## config.mk

```make
export PLATFORM = sky130hd
export DESIGN_NAME = qbw_front_flat
export DESIGN_NICKNAME = d
export VERILOG_FILES = /design/src/quaternion_body_to_world_pose_core_assert.svh /design/src/qbw_pkg.sv /design/src/qbw_if.sv /design/src/qbw_front.sv /design/src/flat_wrapper.sv
export SDC_FILE = /design/constraint.sdc
export NUM_CORES = 2
export LEC_CHECK = 0
export BUFFER_PORTS_ARGS = -buffer_cell sky130_fd_sc_hd__buf_4
export CORE_UTILIZATION = 55
export CTS_CLUSTER_SIZE = 10
export DETAILED_ROUTE_END_ITERATION = 8
export GPL_TIMING_DRIVEN = 0
export HOLD_SLACK_MARGIN = 0.15
export PLACE_DENSITY = 0.78
export SYNTH_ARGS = -nofsm -noshare
export SYNTH_HDL_FRONTEND = slang
export SYNTH_SLANG_ARGS = --single-unit
```

## constraint.sdc

```tcl
create_clock -name clk -period 12.2 [get_ports clk]
set_input_delay 1.22 -clock clk [delete_from_list [all_inputs] [get_ports clk]]
set_output_delay 1.22 -clock clk [all_outputs]
set_load 0.01 [all_outputs]
```

## src/quaternion_body_to_world_pose_core_assert.svh

```systemverilog
// Assertion macros for the pose core.
`ifndef QUATERNION_BODY_TO_WORLD_POSE_CORE_ASSERT_SVH
`define QUATERNION_BODY_TO_WORLD_POSE_CORE_ASSERT_SVH
`define QBW_ASSERT_IMP(label, clk, rst, a, c) \
  label: assert property (@(posedge clk) disable iff (rst) (a) |-> (c)) \
    else $error("assertion failed");
`define QBW_ASSERT_NXT(label, clk, rst, a, c) \
  label: assert property (@(posedge clk) disable iff (rst) (a) |=> (c)) \
    else $error("assertion failed");
`endif

```

## src/qbw_pkg.sv

```systemverilog
package qbw_pkg;
  localparam int AtanIterations = 16;
  localparam int AtanTableLen = 24;
  localparam logic signed [63:0] OneQ28 = 64'sd268435456;
  localparam logic signed [63:0] HalfPiQ30 = 64'sd1686629713;
  localparam logic signed [31:0] PiQ13 = 32'sd25736;
  localparam logic signed [31:0] TwoPiQ13 = 32'sd51472;
  localparam logic [14:0] TolReset = 15'd3277;

  typedef struct packed {
    logic signed [15:0] qw, qx, qy, qz;
    logic signed [31:0] bx, by, bz;
    logic signed [15:0] hd;
    logic signed [31:0] vx, vy;
    logic               replaced;
  } qbw_job_t;

  function automatic logic signed [63:0] atan_entry(input logic [4:0] i);
    logic signed [63:0] r;
    case (i)
      5'd0: r = 64'sd843314857;  5'd1: r = 64'sd497837829;
      5'd2: r = 64'sd263043837;  5'd3: r = 64'sd133525159;
      5'd4: r = 64'sd67021687;   5'd5: r = 64'sd33543516;
      5'd6: r = 64'sd16775851;   5'd7: r = 64'sd8388437;
      5'd8: r = 64'sd4194283;    5'd9: r = 64'sd2097149;
      default: r = (i < 5'd24) ? (64'sd1 <<< (30 - i)) : 64'sd0;
    endcase
    return r;
  endfunction
endpackage

```

## src/qbw_if.sv

```systemverilog
interface qbw_in_if;
  logic valid, ready;
  logic signed [15:0] quat_w, quat_x, quat_y, quat_z;
  logic signed [31:0] body_x, body_y, body_z;
  logic signed [15:0] heading;
  logic signed [31:0] vehicle_x, vehicle_y;
  modport source(output valid, quat_w, quat_x, quat_y, quat_z, body_x, body_y, body_z,
                 heading, vehicle_x, vehicle_y, input ready);
  modport sink(input valid, quat_w, quat_x, quat_y, quat_z, body_x, body_y, body_z,
               heading, vehicle_x, vehicle_y, output ready);
endinterface


```

## src/qbw_front.sv

```systemverilog
// Front: squared norm check by squaring each of the four components in turn, quaternion swap.
module qbw_front import qbw_pkg::*; (
  input  logic        clk,
  input  logic        rst,
  qbw_in_if.sink      in_ch,
  input  logic [14:0] tol,
  output logic        job_valid,
  input  logic        job_ready,
  output qbw_job_t    job
);
  localparam logic [2:0] S_IDLE = 3'd0, S_SQ = 3'd1, S_CMP = 3'd2, S_OUT = 3'd3;
  logic [2:0] state;
  logic [1:0] idx;
  logic signed [63:0] acc;
  logic signed [15:0] lw, lx, ly, lz;
  logic signed [15:0] opnd;
  logic signed [31:0] sq;
  logic signed [63:0] dev;

  assign in_ch.ready = (state == S_IDLE);
  assign job_valid = (state == S_OUT);

  always_comb begin
    case (idx)
      2'd0: opnd = job.qw;
      2'd1: opnd = job.qx;
      2'd2: opnd = job.qy;
      default: opnd = job.qz;
    endcase
  end
  assign sq = opnd * opnd;
  assign dev = (acc - OneQ28 < 0) ? OneQ28 - acc : acc - OneQ28;

  always_ff @(posedge clk) begin
    if (rst) begin
      state <= S_IDLE;
      idx <= 2'd0;
      lw <= '0; lx <= '0; ly <= '0; lz <= '0;
    end else begin
      case (state)
        S_IDLE: if (in_ch.valid) begin
          job.qw <= in_ch.quat_w; job.qx <= in_ch.quat_x;
          job.qy <= in_ch.quat_y; job.qz <= in_ch.quat_z;
          job.bx <= in_ch.body_x; job.by <= in_ch.body_y; job.bz <= in_ch.body_z;
          job.hd <= in_ch.heading;
          job.vx <= in_ch.vehicle_x; job.vy <= in_ch.vehicle_y;
          acc <= '0;
          idx <= 2'd0;
          state <= S_SQ;
        end
        S_SQ: begin
          acc <= acc + 64'(sq);
          idx <= idx + 2'd1;
          if (idx == 2'd3) state <= S_CMP;
        end
        S_CMP: begin
          if (dev > $signed({35'd0, tol, 14'd0})) begin
            job.replaced <= 1'b1;
            job.qw <= lw; job.qx <= lx; job.qy <= ly; job.qz <= lz;
          end else begin
            job.replaced <= 1'b0;
            lw <= job.qw; lx <= job.qx; ly <= job.qy; lz <= job.qz;
          end
          state <= S_OUT;
        end
        S_OUT: if (job_ready) state <= S_IDLE;
        default: state <= S_IDLE;
      endcase
    end
  end
endmodule

```

## src/flat_wrapper.sv

```systemverilog
// flat-port wrapper written by rule: the top's interface ports become plain ports
module qbw_front_flat import qbw_pkg::*;
  (clk, rst, tol, job_valid, job_ready, job, in_ch_valid, in_ch_quat_w, in_ch_quat_x, in_ch_quat_y, in_ch_quat_z, in_ch_body_x, in_ch_body_y, in_ch_body_z, in_ch_heading, in_ch_vehicle_x, in_ch_vehicle_y, in_ch_ready);
  qbw_in_if in_ch_i ();
  input  logic clk;
  input  logic rst;
  input  logic [14:0] tol;
  output logic job_valid;
  input  logic job_ready;
  output qbw_job_t job;
  input wire logic [$bits(in_ch_i.valid)-1:0] in_ch_valid;
  input wire logic [$bits(in_ch_i.quat_w)-1:0] in_ch_quat_w;
  input wire logic [$bits(in_ch_i.quat_x)-1:0] in_ch_quat_x;
  input wire logic [$bits(in_ch_i.quat_y)-1:0] in_ch_quat_y;
  input wire logic [$bits(in_ch_i.quat_z)-1:0] in_ch_quat_z;
  input wire logic [$bits(in_ch_i.body_x)-1:0] in_ch_body_x;
  input wire logic [$bits(in_ch_i.body_y)-1:0] in_ch_body_y;
  input wire logic [$bits(in_ch_i.body_z)-1:0] in_ch_body_z;
  input wire logic [$bits(in_ch_i.heading)-1:0] in_ch_heading;
  input wire logic [$bits(in_ch_i.vehicle_x)-1:0] in_ch_vehicle_x;
  input wire logic [$bits(in_ch_i.vehicle_y)-1:0] in_ch_vehicle_y;
  output wire logic [$bits(in_ch_i.ready)-1:0] in_ch_ready;
  assign in_ch_i.valid = in_ch_valid;
  assign in_ch_i.quat_w = in_ch_quat_w;
  assign in_ch_i.quat_x = in_ch_quat_x;
  assign in_ch_i.quat_y = in_ch_quat_y;
  assign in_ch_i.quat_z = in_ch_quat_z;
  assign in_ch_i.body_x = in_ch_body_x;
  assign in_ch_i.body_y = in_ch_body_y;
  assign in_ch_i.body_z = in_ch_body_z;
  assign in_ch_i.heading = in_ch_heading;
  assign in_ch_i.vehicle_x = in_ch_vehicle_x;
  assign in_ch_i.vehicle_y = in_ch_vehicle_y;
  assign in_ch_ready = in_ch_i.ready;
  qbw_front u_core (.clk(clk), .rst(rst), .in_ch(in_ch_i), .tol(tol), .job_valid(job_valid), .job_ready(job_ready), .job(job));
endmodule
```

==> flow_metrics.tcl <==
set metrics [dict create \
    status "complete, but fails checks" \
    violations "capacitance limit, slew limit" \
    crit_required_ns 12.53 \
    dp_cells 4313 \
    cts.sinks 373 \
    synth_edf_count 305 \
    arrival_ns 11.90 \
    fp-row-count 88 \
    synth.distinct_cells 76 \
    first_iter_violations 2384 \
    crit_end "u_core.acc[62]" \
    grt.total_usage_pct 36.9 \
    clock_latency_ns 0.61 \
    worst_hold_slack_ns 0.477 \
    cts_setup_buffers 0 \
    worst-r2r-cell-count 29 \
    drtPass1Iterations 6 \
    io_pins 502 \
    vias 25700 \
    antenna_found_initial 5 \
    drive_gt1_share_pct 17.2 \
    grt_max_degree 46 \
    grt-ovfl-total 0 \
    grt_pass1_wl_um 161000 \
    hpwlAfterDp_um 89900 \
    period_share_pct 94.8 \
    clock_skew_ns 0.0580 \
    cts_buffer_depth 3 \
    rsz0062_at_grt "false" \
    rr_startpoint "u_core.idx[1]" \
    yosysSeqAreaShare_pct 32.6 \
    async_flop_share_pct 0 \
    path_clk_slew_ns 0.06 \
    root_buffer "clkbuf_16" \
    cts_tree "done" \
    synth_fp_nets 3891 \
    netlist_area_sq_um 32300 \
    cpPeakStageDelay_ns 1.01 \
    r2r_setup_slack_ns 0.63 \
    synth_top_area_share_pct 28.4 \
    grt_pass1_vias 26100 \
    crit_path_top_delay_cell "fa_2" \
    synth_top_flop_cell "edfxtp_1" \
    worst-path-max-fanout 17 \
    cts_buffers 46 \
    period_minus_slack_ns 11.57 \
    finalHoldViolations 0 \
    cpMostUsedCell "inv_1" \
    startpoint_type "flip-flop" \
    synth_top_area_cell "edfxtp_1" \
    yosys_warnings 0 \
    crit_path_start "u_core.idx[1]" \
    nNetsFinal 4454 \
    setup_viol 0 \
    die_h_um 244 \
    htree_levels 2 \
    maxCapViolCount 1 \
    synth_area_leaders "edfxtp_1, fa_1, ha_1" \
    end_kind "flip-flop" \
    final_cells 4392 \
    drt-total-wl_um 109000 \
    fp.coreArea_sq_um 57900 \
    ys_ff_latch 373 \
    finalWeightedCongestion 1.01 \
    final-max-slew-violation-count 10 \
    area_growth_pct 19.6 \
    viasPerCell 5.85 \
    timing.slew.headroom_pct -4.25 \
    max_freq_mhz 86.4 \
    initial_utilization_pct 55.8 \
    worstMarginPinSlew_ns 1.52 \
    critical_path_depth 29 \
    synth.avg_cell_area_sq_um 10.6 \
    syn_inst 3034 \
    die_w_um 244 \
    nFillCells 4567 \
    port_buffers 500 \
    drtAntennaViolNets 0 \
    worstHoldPathType "reg2reg" \
    critPathBufInv 9 \
    fin_util_pct 66.7 \
    die-area_sq_um 59700 \
    drc_errors 0 \
    r2r_end "u_core.acc[62]" \
    crit_type "reg2reg" \
    critPathTopFamily "adder cells" \
    avgRoutedWirePerCell_um 24.8 \
]
-- worst min path at each step --
stage | depth (start not counted) | startpoint | slack (ns) | end
final | 2 | u_core.ly[15] | 0.48 | u_core.ly[15]
after global routing | 2 | u_core.lx[12] | 0.49 | u_core.lx[12]
after CTS | 2 | u_core.lw[3] | 0.48 | u_core.lw[3]
after detailed placement | 2 | u_core.lz[8] | 0.46 | u_core.lz[8]
after global placement | 2 | u_core.ly[8] | 0.46 | u_core.ly[8]
after floorplan | 2 | u_core.lw[0] | 0.45 | u_core.lw[0]
-- Yosys cell counts, drive strengths merged, types with 27 or more instances --
master and count:
a22o 66, nand3 42, inv 498, mux2i 84, xnor2 54, nor3 51, clkbuf 100, a21oi 115
a21o 60, nand2 206, fa 387, nand2b 142, edfxtp 305, xor2 44, nor2 177, dfxtp 68
ha 211, nand4 27, o21ai 61
-- through the flow --
step | TNS [ns] | worst slack, ns | area, sq um
after floorplan | 0 | 2.38 | 32300
after detailed placement | -0.206 | -0.169 | 37300
final | 0 | 0.631 | 38600
after global placement | -255.59 | -1.79 | 37000
after CTS | 0 | 0.234 | 38600
after global routing | 0 | 0.173 | 38600
-- worst register-to-register path, delay by kind of cell, from the launching register on --
family | cells | cell delay [ns]
buffers and inverters | 9 | 2.27
AOI/OAI and AO/OA | 6 | 2.27
DFF | 1 | 0.38
muxes | 2 | 0.34
adders and majority gates | 8 | 5.17
and+or+nand+nor | 4 | 0.88
-- timing repair --
action                                  in CTS  in global routing
gates resized for setup                      1                  6
gates cloned                                 0                  0
hold buffers                                 0                  0
endpoints found under the setup margin       5                  7
hold endpoints to repair                     0                  0
-- cell usage in the layout (no fill, tap or decap), types with 66 or more instances in the layout --
cell,n
a21oi_1,115
ha_1,211
nor2_1,175
mux2i_1,82
a22o_1,66
nand2_1,206
dfxtp_1,68
nand2b_1,142
inv_1,496
clkbuf_1,118
buf_4,501
edfxtp_1,305
fa_1,385
-- area by class of cell --
type	instances	area (sq um)	share of cell area [%]
diodes	2	5.00	0.0130
repair buffers	515	3990	10.3
plain buffers	120	563	1.46
clock inverters	10	130	0.337
clock buffers	66	1230	3.17
flip-flops and latches	373	10500	27.2
well taps	765	957	2.48
multi-input cells	2037	19400	50.1
inverters	504	1890	4.90
-- flip-flops by register name (all words and copies together), names as in the netlist --
signal        flops
u_core.job      241
u_core.acc       64
u_core.lw        16
u_core.lz        16
u_core.lx        16
u_core.idx        2
u_core.ly        16
u_core.state      2
-- cells by family (layout without fill, tap and decap cells) --
kind of cell / Yosys count / in the layout / synth area share (%)
buffers and inverters: 624 / 1215 / 7.59
other: 0 / 2 / 0
adder cells (fa/ha/maj): 598 / 598 / 32.2
XOR/XNOR: 98 / 98 / 2.68
multiplexers: 92 / 92 / 2.88
flip-flops: 373 / 373 / 32.6
AO/OA/AOI/OAI: 468 / 468 / 10.0
AND/OR/NAND/NOR: 781 / 781 / 12.1
-- layer usage --
layer,share of wire [%],track usage (%)
met1,37,46.2
met4,7.0,22.3
met3,9.9,7.99
met2,46,58.6
met5,0,0
Power is left out: the tool's default activity adds up to more than one toggle a clock period on the data nets, which glitch-free logic cannot reach.
